[config.mk]
export PLATFORM = sky130hd
export DESIGN_NAME = dnd_chunk
export DESIGN_NICKNAME = d
export VERILOG_FILES = /design/src/design/dnd_pkg.sv /design/src/design/dnd_chunk.sv
export SDC_FILE = /design/constraint.sdc
export NUM_CORES = 1
export LEC_CHECK = 0
export BUFFER_PORTS_ARGS = -buffer_cell sky130_fd_sc_hd__buf_2
export CORE_MARGIN = 10
export CORE_UTILIZATION = 35
export CTS_CLUSTER_SIZE = 10
export DETAILED_ROUTE_END_ITERATION = 8
export HOLD_SLACK_MARGIN = 0.05
export PLACE_DENSITY = 0.66
export SETUP_SLACK_MARGIN = 0.2
export SYNTH_ARGS = -nofsm -noshare
export SYNTH_HDL_FRONTEND = slang
export SYNTH_SLANG_ARGS = --single-unit
export TNS_END_PERCENT = 20
[constraint.sdc]
create_clock -name clk -period 3 [get_ports clk]
set_input_delay 0.3 -clock clk [delete_from_list [all_inputs] [get_ports clk]]
set_output_delay 0.3 -clock clk [all_outputs]
set_load 0.01 [all_outputs]
[src/design/dnd_pkg.sv]
`timescale 1ns / 1ps
`default_nettype none

package dnd_pkg;

  // Walk address width: a 14-bit pointer target plus one label of up to 0xBF bytes.
  localparam int POS_W   = 15;
  localparam int OFF_W   = 9;
  localparam int BYTE_W  = 8;
  localparam int CHUNK_W = 64;
  localparam int CNT_W   = 4;
  localparam int ST_W    = 2;
  localparam int HOP_W   = 6;
  localparam int CHARS_W = 8;

  localparam logic [BYTE_W-1:0] DOT_CHAR = 8'h2E;
  localparam logic [1:0]        PTR_TAG  = 2'b11;
  localparam logic [CNT_W-1:0]  CHUNK_FULL = 4'd8;

  typedef enum logic [ST_W-1:0] {
    ST_OK    = 2'd0,
    ST_HOPS  = 2'd1,
    ST_RANGE = 2'd2,
    ST_LONG  = 2'd3
  } status_t;

  // Command to the chunk packer.
  typedef struct packed {
    logic              clear;
    logic              append;
    logic [BYTE_W-1:0] ch;
  } chunk_cmd_t;

  // Result of the shared address incrementer and bound compare.
  typedef struct packed {
    logic [POS_W-1:0] inc;
    logic             beyond;
  } addr_res_t;

endpackage

`default_nettype wire

[src/design/dnd_chunk.sv]
`timescale 1ns / 1ps
`default_nettype none

module dnd_chunk (
  input  wire logic                        clk,
  input  wire logic                        rst_n,
  input  wire dnd_pkg::chunk_cmd_t         cmd,
  output logic      [dnd_pkg::CHUNK_W-1:0] chunk,
  output logic      [dnd_pkg::CNT_W-1:0]   fill
);

  import dnd_pkg::*;

  logic [CHUNK_W-1:0] buf_r, buf_nxt;
  logic [CNT_W-1:0]   fill_r, fill_nxt;

  always_comb begin
    buf_nxt  = buf_r;
    fill_nxt = fill_r;
    if (cmd.clear) begin
      buf_nxt  = '0;
      fill_nxt = '0;
    end else if (cmd.append) begin
      buf_nxt[{fill_r[2:0], 3'b000} +: BYTE_W] = cmd.ch;
      fill_nxt = fill_r + CNT_W'(1);
    end
  end

  always_ff @(posedge clk) begin
    buf_r <= buf_nxt;
    if (!rst_n) begin
      fill_r <= '0;
    end else begin
      fill_r <= fill_nxt;
    end
  end

  assign chunk = buf_r;
  assign fill  = fill_r;

endmodule

`default_nettype wire

* Word level (Yosys, flattened, before mapping)
Cells that the tools add are included.
Operators by class: add/subtract/negate cells 2, reduce and logical (&&, ||, !) cells 1, muxes and demuxes 1, bitwise logic cells 1, shift operators 2
Operator list (number):
- 64-bit bitwise mux | 1
- 8-bit by 8-bit variable shift with 64-bit output (first input constant) | 1
- 8-bit by 8-bit indexed part select with 64-bit output | 1
- 6-bit negation with 8-bit output | 1
- 4-bit by 1-bit adder with 4-bit output (second input constant) | 1
- 2-bit OR reduction | 1
- 1-bit inverter | 1
Storage, ports and cells: word-level logic and storage cells 9, input bits 12, flip-flop bits (word level) 68

* Depth between registers and ports, before layout
depth after elaboration 3, gate-level depth with buffers 8, mapped depth without buffers 6

* Worst setup path after synthesis
OpenSTA, ideal clock, no wires.
kind register to register, start point register fill_r[0] (netlist: fill[0]), end point register buf_r[48] (netlist: chunk[48]), arrival 2.108 ns, setup time 0.124 ns, clock period less this slack 2.232 ns, data required time 2.876 ns, cell stages (with the launch flop) 9, slack 0.768 ns, path through dfxtp_1 > inv_1 > ha_1 > ha_1 > nand2b_1 > clkbuf_2 > or4_1 > buf_6 > mux2i_1
Between the ends: word-level cells in the longest chain between the ends 3
Ends and longest elaborated chain:
- from (decl) | RTL line dnd_chunk.sv:15 | logic [CNT_W-1:0] fill_r, fill_nxt;
- from (signal assigned) | RTL line dnd_chunk.sv:34 | fill_r <= fill_nxt;
- 6-bit negation with 8-bit output (*) | RTL line dnd_chunk.sv:24 | buf_nxt[{fill_r[2:0], 3'b000} +: BYTE_W] = cmd.ch;
- 8-bit by 8-bit indexed part select with 64-bit output / 8-bit by 8-bit variable shift with 64-bit output (equally long branches) | RTL line dnd_chunk.sv:24
- 64-bit bitwise mux (*) | RTL line dnd_chunk.sv:24
- to (signal assigned) | RTL line dnd_chunk.sv:30 | buf_r <= buf_nxt;
- to (decl) | RTL line dnd_chunk.sv:14 | logic [CHUNK_W-1:0] buf_r, buf_nxt;
Mark *: on every way between the ends. The rest lies on a longest branch, timed or not. A chain may end at the register's enable or synchronous reset.

* Worst setup path after layout
Ends and elaborated chain as after synthesis.

==> flow_metrics.py <==
metrics = {
    "synthesis": {
        "ys_types": 29,
        "syn_inst": 292,
        "mappedNetlistArea_um2": 2880,
        "synth-seq-cells": 68,
        "synth_warnings": 0,
        "yosysSeqAreaShare": 0.473,
        "syn_nets": 308,
        "syn_avg_cell_area_um2": 9.85,
    },
    "clock_tree": {
        "post_cts_buffers": 0,
        "clockBufferDepth": 2,
        "clk_pin_slew_ns": 0.07,
        "cts_hold_buffers": 0,
        "cts_tree": "yes",
        "numClockSinks": 68,
        "cts_root_buf": "clkbuf_8",
        "cts_resized": 0,
        "clock_latency_ns": 0.34,
        "cts_made_buffers": 9,
        "htree_levels": 3,
    },
    "final_layout": {
        "area_delta_synth_final_pct": 24.3,
        "nNetsFinal": 379,
        "seq_area_um2": 1360,
        "stdcell_area_um2": 3570,
        "fin_util": 0.455,
        "antenna_cells": 0,
        "nFillCells": 796,
        "layout-drive-gt1-share": 0.288,
        "multi_input_area_um2": 1410,
    },
    "setup_path": {
        "r2r_cells": 6,
        "cp-endpoint": "chunk[48]",
        "arrival_ns": 2.88,
        "reg2reg_to": "chunk[48]",
        "critPathMaxFanout": 11,
        "start_kind": "flop",
        "crit_start": "fill[0]",
        "path_class": "reg2reg",
        "endpoint_kind": "flop",
        "cp.required_ns": 3.21,
        "r2r_start": "fill[0]",
        "r2r_slack_ns": 0.32,
    },
    "floorplan": {
        "rows": 32,
        "core_um2": 7850,
        "die_x_um": 111,
        "fp.dieArea_um2": 12200,
        "initial_core_util": 0.366,
        "die_h_um": 111,
        "pin_count": 80,
    },
    "pwr": {
        "swShare": 0.221,
        "clockPowerShare": 0.474,
        "ir_drop_uv": 228,
        "intPower_mw": 1.53,
        "power_frac_comb": 0.060,
        "switching_power_uw": 435,
        "seqPwrFrac": 0.466,
        "power_density_nw_per_um2": 550,
        "p_leak_nw": 1.68,
    },
    "timing": {
        "finalHoldViolations": 0,
        "worstMarginPinSlew_ns": 1.11,
        "finalSetupViolations": 0,
        "period_minus_slack_ns": 2.68,
        "max_freq_mhz": 374,
        "drv_slew": 0,
        "setup-tns-final_ns": 0,
        "relSlewSlack": 0.257,
        "skew_ns": 0.00458,
        "post-route-period-util": 0.892,
        "rsz0062_at_grt": "yes",
    },
    "drt": {
        "wl_per_cell_um": 16.9,
        "dr.first_iter.drc_count": 130,
        "routed_wl_um": 7930,
        "ant_nets": 0,
        "drc": 0,
        "firstDrtPassIters": 4,
        "viasPerCell": 4.85,
        "num_vias": 2279,
    },
    "flow_run": {
        "cap_violations": 0,
    },
    "global_routing": {
        "antenna_found_initial": 0,
        "grt_max_degree": 82,
        "grt_use_total": 0.128,
        "grt_pass1_vias": 2313,
        "grt_overflow_total": 0,
        "grt_pass1_wl_um": 13000,
    },
    "outcome": {
        "outcome": "finished clean",
    },
    "place": {
        "routabilityCongestion": 0.836,
        "dpl-instance-area_um2": 3320,
        "dp_hpwl_um": 5710,
        "numPortBuffers": 79,
    },
    "worst_hold_path": {
        "hp-class": "in2reg",
    },
}
[per-layer routing]
layer	vias up	global-route usage	part of all wire
li1	1135	-	-
met1	1081	0.165	0.47
met2	55	0.192	0.46
met3	8	0.0411	0.054
met4	0	0.0509	0.017
met5	-	0	0
[layout make-up]
| cell class | count | share of cell area |
|---|---|---|
| sequential | 68 | 0.381 |
| tap | 102 | 0.0357 |
| inverter | 3 | 0.00315 |
| multi-input combinational | 199 | 0.394 |
| clock inverter | 6 | 0.0312 |
| clock buffer | 10 | 0.0385 |
| timing repair buffer | 82 | 0.117 |
[synthesized netlist by cell type (all sizes together)]
cell type | count | area (µm²)
nor2 | 4 | 15.0
or3b | 4 | 35.0
nor4 | 1 | 21.3
nand3 | 2 | 10.0
clkbuf | 17 | 65.1
xnor2 | 1 | 8.76
a21oi | 9 | 45.0
nand4 | 5 | 31.3
nand2b | 53 | 339
xor2 | 1 | 8.76
o21ai | 40 | 200
buf | 5 | 31.3
ha | 4 | 50.1
nor4b | 1 | 8.76
inv | 3 | 11.3
nand2 | 2 | 7.51
mux2i | 41 | 410
or2 | 2 | 12.5
nand4b | 4 | 35.0
nand3b | 5 | 37.5
or3 | 1 | 6.26
and3b | 1 | 8.76
or4 | 2 | 15.0
dfxtp | 68 | 1360
nor2b | 16 | 100
[critical path: stages, from the launching register on]
cell,delay (ns)
dfxtp_1,0.48
inv_1,0.08
ha_1,0.23
ha_1,0.40
nand2b_1,0.34
or4_1,0.82
mux2i_1,0.20
[registers in the layout, indices dropped and copies added, names as in the netlist]
signal  cells
chunk      64
fill        4
[kinds of logic after synthesis]
family | Yosys count | share of synthesized area
mux | 41 | 0.143
simple gates | 103 | 0.238
flops | 68 | 0.473
xor+xnor | 2 | 0.00609
compound gates | 49 | 0.0853
fa+ha+maj | 4 | 0.0174
buf+inv | 25 | 0.0374
[cell usage in the layout, fill, tap and decap left out, drive strengths merged, types with 3 or more instances in the layout]
master   n
nor2b   16
or3b     4
o21ai   40
bufinv   3
nand4b   4
nand2b  53
mux2i   41
inv      3
dfxtp   68
a21oi    9
nor2     4
buf     82
ha       4
nand4    5
nand3b   5
clkbuf  10
[through the flow]
step / setup slack [ns] / cells / hold WS (ns) / power (mW)
2_1_floorplan: 0.768 / 292 / 0.469 / 1.02
3_3_place_gp: 0.470 / 453 / 0.460 / 1.06
3_5_place_dp: 0.335 / 453 / 0.464 / 1.06
4_1_cts: 0.308 / 469 / 0.253 / 1.99
5_1_grt: 0.119 / 470 / 0.271 / 2.04
6_report: 0.324 / 470 / 0.270 / 1.97
[worst min path at each step]
stage / startpoint / end / cells past startpoint
2_1_floorplan: cmd[0] / chunk[40] / 2
3_3_place_gp: chunk[54] / chunk[54] / 2
3_5_place_dp: chunk[59] / chunk[59] / 2
4_1_cts: cmd[2] / chunk[42] / 3
5_1_grt: cmd[2] / chunk[42] / 3
6_report: cmd[2] / chunk[42] / 3
[power groups by stage]
stage / sequential, mW / combinational (mW) / clock (mW)
finish: 0.918 / 0.117 / 0.932
global route: 0.919 / 0.129 / 0.991
CTS: 0.918 / 0.120 / 0.949
detailed placement: 0.939 / 0.119 / 0
global placement: 0.938 / 0.118 / 0
floorplan: 0.943 / 0.0724 / 0
Power figures use the tool's default switching activity.
