<file path="src/design/dnd_pkg.sv">
`timescale 1ns / 1ps
`default_nettype none

package dnd_pkg;

  // Walk address width: a 14-bit pointer target plus one label of up to 0xBF bytes.
  localparam int POS_W   = 15;
  localparam int OFF_W   = 9;
  localparam int BYTE_W  = 8;
  localparam int CHUNK_W = 64;
  localparam int CNT_W   = 4;
  localparam int ST_W    = 2;
  localparam int HOP_W   = 6;
  localparam int CHARS_W = 8;

  localparam logic [BYTE_W-1:0] DOT_CHAR = 8'h2E;
  localparam logic [1:0]        PTR_TAG  = 2'b11;
  localparam logic [CNT_W-1:0]  CHUNK_FULL = 4'd8;

  typedef enum logic [ST_W-1:0] {
    ST_OK    = 2'd0,
    ST_HOPS  = 2'd1,
    ST_RANGE = 2'd2,
    ST_LONG  = 2'd3
  } status_t;

  // Command to the chunk packer.
  typedef struct packed {
    logic              clear;
    logic              append;
    logic [BYTE_W-1:0] ch;
  } chunk_cmd_t;

  // Result of the shared address incrementer and bound compare.
  typedef struct packed {
    logic [POS_W-1:0] inc;
    logic             beyond;
  } addr_res_t;

endpackage

`default_nettype wire

</file>
<file path="src/design/dnd_addr_unit.sv">
`timescale 1ns / 1ps
`default_nettype none

module dnd_addr_unit #(
  parameter int MSG_BYTES = 512
) (
  input  wire logic [dnd_pkg::POS_W-1:0] pos,
  input  wire logic [dnd_pkg::POS_W-1:0] cur,
  input  wire logic                      sel_pos,
  output dnd_pkg::addr_res_t             res
);

  import dnd_pkg::*;

  localparam logic [POS_W-1:0] LIMIT = POS_W'(MSG_BYTES);

  logic [POS_W-1:0] operand;

  // One incrementer and one bound compare, shared by every walk step.
  always_comb begin
    operand    = sel_pos ? pos : cur;
    res.inc    = operand + POS_W'(1);
    res.beyond = (operand >= LIMIT);
  end

endmodule

`default_nettype wire

</file>
<file path="config.mk">
export PLATFORM = sky130hd
export DESIGN_NAME = dnd_addr_unit
export DESIGN_NICKNAME = d
export VERILOG_FILES = /design/src/design/dnd_pkg.sv /design/src/design/dnd_addr_unit.sv
export SDC_FILE = /design/constraint.sdc
export NUM_CORES = 1
export LEC_CHECK = 0
export BUFFER_PORTS_ARGS = -buffer_cell sky130_fd_sc_hd__buf_2
export CORE_MARGIN = 5
export CORE_UTILIZATION = 28
export DETAILED_ROUTE_END_ITERATION = 8
export PLACE_DENSITY = 0.67
export SYNTH_ARGS = -nofsm -noshare
export SYNTH_HDL_FRONTEND = slang
export SYNTH_SLANG_ARGS = --single-unit
</file>
<file path="constraint.sdc">
create_clock -name vclk -period 1.9
set_input_delay 0.095 -clock vclk [all_inputs]
set_output_delay 0.095 -clock vclk [all_outputs]
set_load 0.02 [all_outputs]
</file>
## Word level (Yosys, flattened, before mapping)

Cells that the tools add are included.
W data, S select, Z words.

- Register bits after elaboration: 0
- Latch bits: 0
- Bits in writable memories: 0
- Memory bits (read-only): 0
- Input bits: 31
- Logic and storage cells: 3
- Memories kept: 0

- Add/sub/neg operators: 1
- Multiply operators: 0
- Divide/modulo/power cells: 0
- Order comparisons: 1
- Equal/unequal tests: 0
- Shifts and indexed selects: 0
- Multiplexer cells: 1
- Bitwise gates (word level): 0
- Reductions and logical operators: 0

Operator list:

| cell | number |
|---|---|
| $add A15 B1 Y15 const B | 1 |
| $ge A15 B10 Y1 const B | 1 |
| $mux W15 | 1 |

## Depth between registers and ports, before layout

Gate-level depths: netlist of the first run.

- Depth in word-level cells: 2
- Depth in mapped cells: 12
- Gate-level depth less buffers: 9

## Worst setup path after synthesis of the first run

No wires, ideal clock.

- Kind: input-to-output
- Start: in sel_pos
- End: out res[11] in the netlist's numbering
- Data arrival time: 2.117 ns
- Required time: 1.805 ns
- Slack: -0.312 ns
- Stages on the path: 12
- Buffers on the path: 3
- Cells stage by stage: buf_6 buf_6 buf_4 nand2_1 and2_1 inv_1 ha_1 nand4_1 a22oi_2 nand4_1 xor2_1 mux2i_1

RTL lines:

| what | RTL line | source |
|---|---|---|
| start, declared | dnd_addr_unit.sv:9 | `input wire logic sel_pos,` |
| end, declared | dnd_addr_unit.sv:10 | `output dnd_pkg::addr_res_t res` |

==> results.md, run 1 <==
* Cell variety after synth at 34
* Worst hold margin at between 0.6 and 0.7 ns
* Post-synthesis adder-cell area fraction at 0.0385
* Gr usage total at 0.123
* Peak VDD IR at approximately 0.15 mV
* Design Area, Final at approximately 940 sq um
* Die width at between 50 and 60 um
* Min-delay worst type: in -> out
* GRT Residual Overflow at 0
* Initial core utilization at 0.294
* Reg power frac at 0
* Most frequent cells after synthesis: mux2i_1 (11), nand2_1 (8), xnor2_1 (7), xor2_1 (7)
* Synth Area in Compound Gates at 0.162
* Setup CP Type: in -> out
* Initial antenna violation count at 0
* Most frequent cell after synthesis: mux2i_1
* Layout cells sized above 1 at 0.492
* Sequential-to-total area share from yosys stat at 0
* CP endpoint kind: primary output
* Cell taking the most area after synthesis: mux2i_1
* Synthesized area at approximately 650 sq um
* Hold Path Depth at 4
* Hold Path Sink: res[0]
* Synth area leaders: mux2i_1 (17%), xnor2_1 (9.4%), xor2_1 (9.4%), a22oi_2 (5.8%), nand2_1 (4.6%)
* Syn Inst Count at slightly above 80
* Routed vias at 777
* Xor/xnor share of the synthesized area at 0.189
* Ys Warns at 0
* Vias in the first global route at 809
* Leakage dissipation at between 0.4 and 0.5 nW
* Setup TNS at 0 ns
* DR vias/cell at ~5.0
* Post-layout nets at about 160
* Pin count of the biggest net entering global routing at 19
* Mean Syn Cell Area at a little under 8 sq um
* Post-synthesis mux area share at 0.187
* First-pass GRT wire length at roughly 3500 um
* Outcome: finished clean
* Synthesis-to-layout area growth at 44.3%
* Top-level port count at 47
* Post-cts hold buffer count at 0
* Die footprint at around 3400 sq um
* NetSw at around 0.13 mW
* Pre-CTS WS at between 0.03 and 0.04 ns
* Register Area at 0 sq um
* Final setup fails at 0
* Max-cap violations at 0
* Hold_sp: cur[14]
* Internal Power at about 0.097 mW
* Placer Congestion at around 0.75
* Part of the power in combinational logic at 1.000
* Placed inst area at 923 sq um
* Final ANT Viol Nets at 0
* WP data arrival at 1.74 ns
* Post-CTS setup buffers at 0
* Slew margin rel. at 0.739
* Utilization after layout at 0.424
* Port bufs at 47
* Post-layout min period at 1.83 ns
* Simple-gate share of the synthesized area at 0.360
* PnR worst setup slack at 0.0675 ns
* Largest family of logic cells by synthesized area: simple AND/OR/NAND/NOR gates
* Final Max Tran Viols at 0
* Synth Net Count at 115
* Max Freq at approximately 550 MHz
* Switching Share at 0.581
* Final hold violations at 0
* Post-DR wirelength/cell at ~14 um
* Req. time, crit path at between 1.5 and 2 ns
* Final WL at around 2100 um
* Clock power share at 0
* Final HPWL DP at around 1800 um
* DRT Pass-1 Iters at 3
* Rows at 17
* N_diodes at 0
* DR iter-0 viols at 11
* RSZ-0062 raised after global routing: true
* Worst-Margin Slew at between 0.3 and 0.4 ns
* Worst setup SP type: input port
* Crit Path Max Fanout at 4
* Core area at approximately 2200 sq um
* Clock Buffer Count at 0
* Sequential cell count at 0
* Residual DRC at 0
* Top cell type's share of synthesized area at 0.170
* Power Density at ~250 nW/um^2
* Tcrit/Tclk final at 0.964
* Die height at around 58 um
[layer usage]
layer | GRT usage | vias up | wire length [um]
met5 | 0 | - | 0
met4 | 0 | 0 | 0
met3 | 0.0156 | 0 | 130
met2 | 0.235 | 19 | 1060
met1 | 0.153 | 358 | 931
li1 | - | 400 | -
[placed cells by master (no fill, tap or decap), types with 2 or more instances in the layout]
| cell type | instances |
|---|---|
| nand4_1 | 4 |
| nand3b_1 | 3 |
| nor2_1 | 4 |
| a21oi_1 | 2 |
| nand3_2 | 2 |
| mux2i_1 | 10 |
| xor2_1 | 7 |
| buf_4 | 2 |
| nand2_1 | 8 |
| a31oi_1 | 2 |
| xnor2_1 | 7 |
| nor3_1 | 2 |
| nor2b_1 | 2 |
| a22oi_2 | 3 |
| inv_1 | 2 |
| buf_2 | 46 |
[worst max path at each step]
stage / from / endpoint / slack [ns]
2_1_floorplan: sel_pos / res[11] / 0.01
3_3_place_gp: sel_pos / res[11] / 0.10
3_5_place_dp: sel_pos / res[11] / 0.04
4_1_cts: sel_pos / res[11] / 0.03
5_1_grt: sel_pos / res[11] / -0.01
6_report: sel_pos / res[11] / 0.07
[logic make-up (layout without fill, tap and decap cells)]
group / after synthesis / count (layout)
muxes: 12 / 12
buffers and inverters: 6 / 52
adders and majority gates: 2 / 2
and+or+nand+nor: 36 / 36
AOI/OAI and AO/OA: 12 / 12
xor gates and xnor gates: 14 / 14
[worst max-delay path, stage by stage]
cell,delay (ns)
buf_2,0.13
nand2b_1,0.14
and2_4,0.17
inv_2,0.06
ha_4,0.16
nand4_1,0.13
a22oi_2,0.22
nand4_1,0.14
xor2_1,0.19
mux2i_2,0.15
buf_4,0.16
[what timing repair did]
| item | 4_1_cts | 5_1_grt |
|---|---|---|
| hold endpoints to repair | 0 | 0 |
| gates resized for setup | 0 | 3 |
| endpoints found under the setup margin | 0 | 2 |
[per-stage QoR]
stage | std cells | total power, mW
after global placement | 156 | 0.222
final | 156 | 0.231
after CTS | 156 | 0.227
after global routing | 156 | 0.251
after floorplan | 82 | 0.144
after detailed placement | 156 | 0.226
[final cells by class]
cell class,count,area (sq um)
Fill cell,247,1270
Inverter,3,11.3
Tap cell,28,35.0
Multi-Input combinational cell,76,634
Timing Repair Buffer,49,256
[power groups by stage]
stage,Clock [mW],Sequential (mW),Combinational (mW)
floorplan,0,0,0.144
global placement,0,0,0.222
detailed placement,0,0,0.226
CTS,0,0,0.227
global route,0,0,0.251
finish,0,0,0.231
No activity file was read; power rests on OpenSTA's default activity.
==> run 2: changes to the inputs <==
--- a/config.mk
+++ b/config.mk
@@ -9,6 +9,7 @@
 export CORE_MARGIN = 5
 export CORE_UTILIZATION = 28
 export DETAILED_ROUTE_END_ITERATION = 8
+export MAX_ROUTING_LAYER = met4
 export PLACE_DENSITY = 0.67
 export SYNTH_ARGS = -nofsm -noshare
 export SYNTH_HDL_FRONTEND = slang
==> run 2 against run 1 <==
Against the previous run: core utilization did not move; final area did not move; total power barely moved; first-iteration DRC count did not move; critical path depth did not move; sequential share of layout area did not move; via count fell by 0.13%; global-route usage rose by 0.41 points; worst hold slack barely moved; final cell count did not move; critical path type unchanged; largest power group unchanged.
==> results.md, run 2 (synthesized netlist as in run 1, its figures left out) <==
* Final ANT Viol Nets at 0 (unchanged)
* Synthesis-to-layout area growth at 44.3% (unchanged)
* Worst-Margin Slew at 0.380 ns (+0.0000126 ns)
* DR vias/cell at 4.97 (-0.13%)
* Final setup fails at 0 (unchanged)
* N_diodes at 0 (unchanged)
* Pre-CTS WS at 0.0392 ns (unchanged)
* Initial core utilization at 0.294 (unchanged)
* First-pass GRT wire length at 3500 um (+0.20%)
* RSZ-0062 raised after global routing: true
* DR iter-0 viols at 11 (unchanged)
* Rows at 17 (unchanged)
* Core area at 2210 sq um (unchanged)
* Die footprint at 3380 sq um (unchanged)
* Worst hold margin at 0.615 ns (+0.00000200 ns)
* Crit Path Max Fanout at 4 (unchanged)
* Register Area at 0 sq um (unchanged)
* Worst setup SP type: input port
* Post-DR wirelength/cell at 13.7 um (+0.14%)
* Gr usage total at 0.127 (+0.00410)
* Outcome: finished clean
* Setup CP Type: in -> out
* Final Max Tran Viols at 0 (unchanged)
* Utilization after layout at 0.424 (unchanged)
* Leakage dissipation at 0.433 nW (unchanged)
* CP endpoint kind: primary output
* Port bufs at 47 (unchanged)
* PnR worst setup slack at 0.0667 ns (-0.000750 ns)
* Layout cells sized above 1 at 0.492 (unchanged)
* DRT Pass-1 Iters at 3 (unchanged)
* Post-cts hold buffer count at 0 (unchanged)
* Worst setup startpoint: sel_pos
* Die width at 58.2 um (unchanged)
* Slew margin rel. at 0.739 (about the same)
* Post-CTS setup buffers at 0 (unchanged)
* Initial antenna violation count at 0 (unchanged)
* Die height at 58.2 um (unchanged)
* Pin count of the biggest net entering global routing at 19 (unchanged)
* Final HPWL DP at 1840 um (unchanged)
* Power Density at 246 nW/um^2 (about the same)
* Residual DRC at 0 (unchanged)
* Sequential cell count at 0 (unchanged)
* Max Freq at 545 MHz (about the same)
* Post-layout min period at 1.83 ns (+0.000750 ns)
* Tcrit/Tclk final at 0.965 (about the same)
* Hold Path Depth at 4 (unchanged)
* Final WL at 2130 um (+0.14%)
* Crit path to: res[11]
* GRT Residual Overflow at 0 (unchanged)
* Routed vias at 776 (-0.13%)
* Min-delay worst type: in -> out
* Clock Buffer Count at 0 (unchanged)
* Vias in the first global route at 809 (unchanged)
* Placer Congestion at 0.762 (+1.3%)
* Most common cell after layout, fill and taps aside: buf_2
* Post-layout nets at 163 (unchanged)
* Peak VDD IR at 0.152 mV (+0.47%)
* Top-level port count at 47 (unchanged)
* WP data arrival at 1.74 ns (about the same)
* Most frequent cells in the layout: buf_2 (46), mux2i_1 (10), nand2_1 (8)
* Req. time, crit path at 1.80 ns (about the same)
* Max-cap violations at 0 (unchanged)
* Final hold violations at 0 (unchanged)
[run 2: cell counts in the layout (fill, tap and decap cells not counted)]
Identical to the previous run, type by type.
[run 2: per-layer routing]
metal  share of wire  global-route usage  vias up
met2            0.50               0.235       19
met5               0                   -        -
met4               0                   0        0
met3           0.051             0.00891        0
met1            0.45               0.159      356
li1                -                   -      401
[run 2: worst min-delay path by stage]
stage	from	end	slack, ns
detailed placement	cur[14]	res[0]	0.61
global placement	cur[14]	res[0]	0.60
finish	cur[14]	res[0]	0.61
global route	cur[14]	res[0]	0.66
CTS	cur[14]	res[0]	0.62
floorplan	pos[0]	res[1]	0.37
[run 2: metrics by stage]
step	cells	total power [mW]	TNS, ns	cell area [sq um]
4_1_cts	156	0.227	0	923
2_1_floorplan	82	0.144	0	684
6_report	156	0.231	0	937
3_3_place_gp	156	0.222	0	923
5_1_grt	156	0.251	-0.00997	937
3_5_place_dp	156	0.226	0	923
[run 2: timing repair]
action	4_1_cts	5_1_grt
endpoints found under the setup margin	0	2
resized for setup	0	3
hold endpoints to repair	0	0
[run 2: area by class of cell]
cell class                      count  area [sq um]
Tap cell                           28          35.0
Multi-Input combinational cell     76           634
Inverter                            3          11.3
Fill cell                         247          1270
Timing Repair Buffer               49           256
[run 2: report_power, final]
part           switching, mW  internal [mW]
combinational          0.134         0.0968
sequential                 0              0
clock                      0              0
total                  0.134         0.0968
[run 2: critical path, stage by stage]
cell      delay, ns
buf_2          0.13
nand2b_1       0.14
and2_4         0.17
inv_2          0.06
ha_4           0.16
nand4_1        0.13
a22oi_2        0.22
nand4_1        0.14
xor2_1         0.19
mux2i_2        0.15
buf_4          0.16
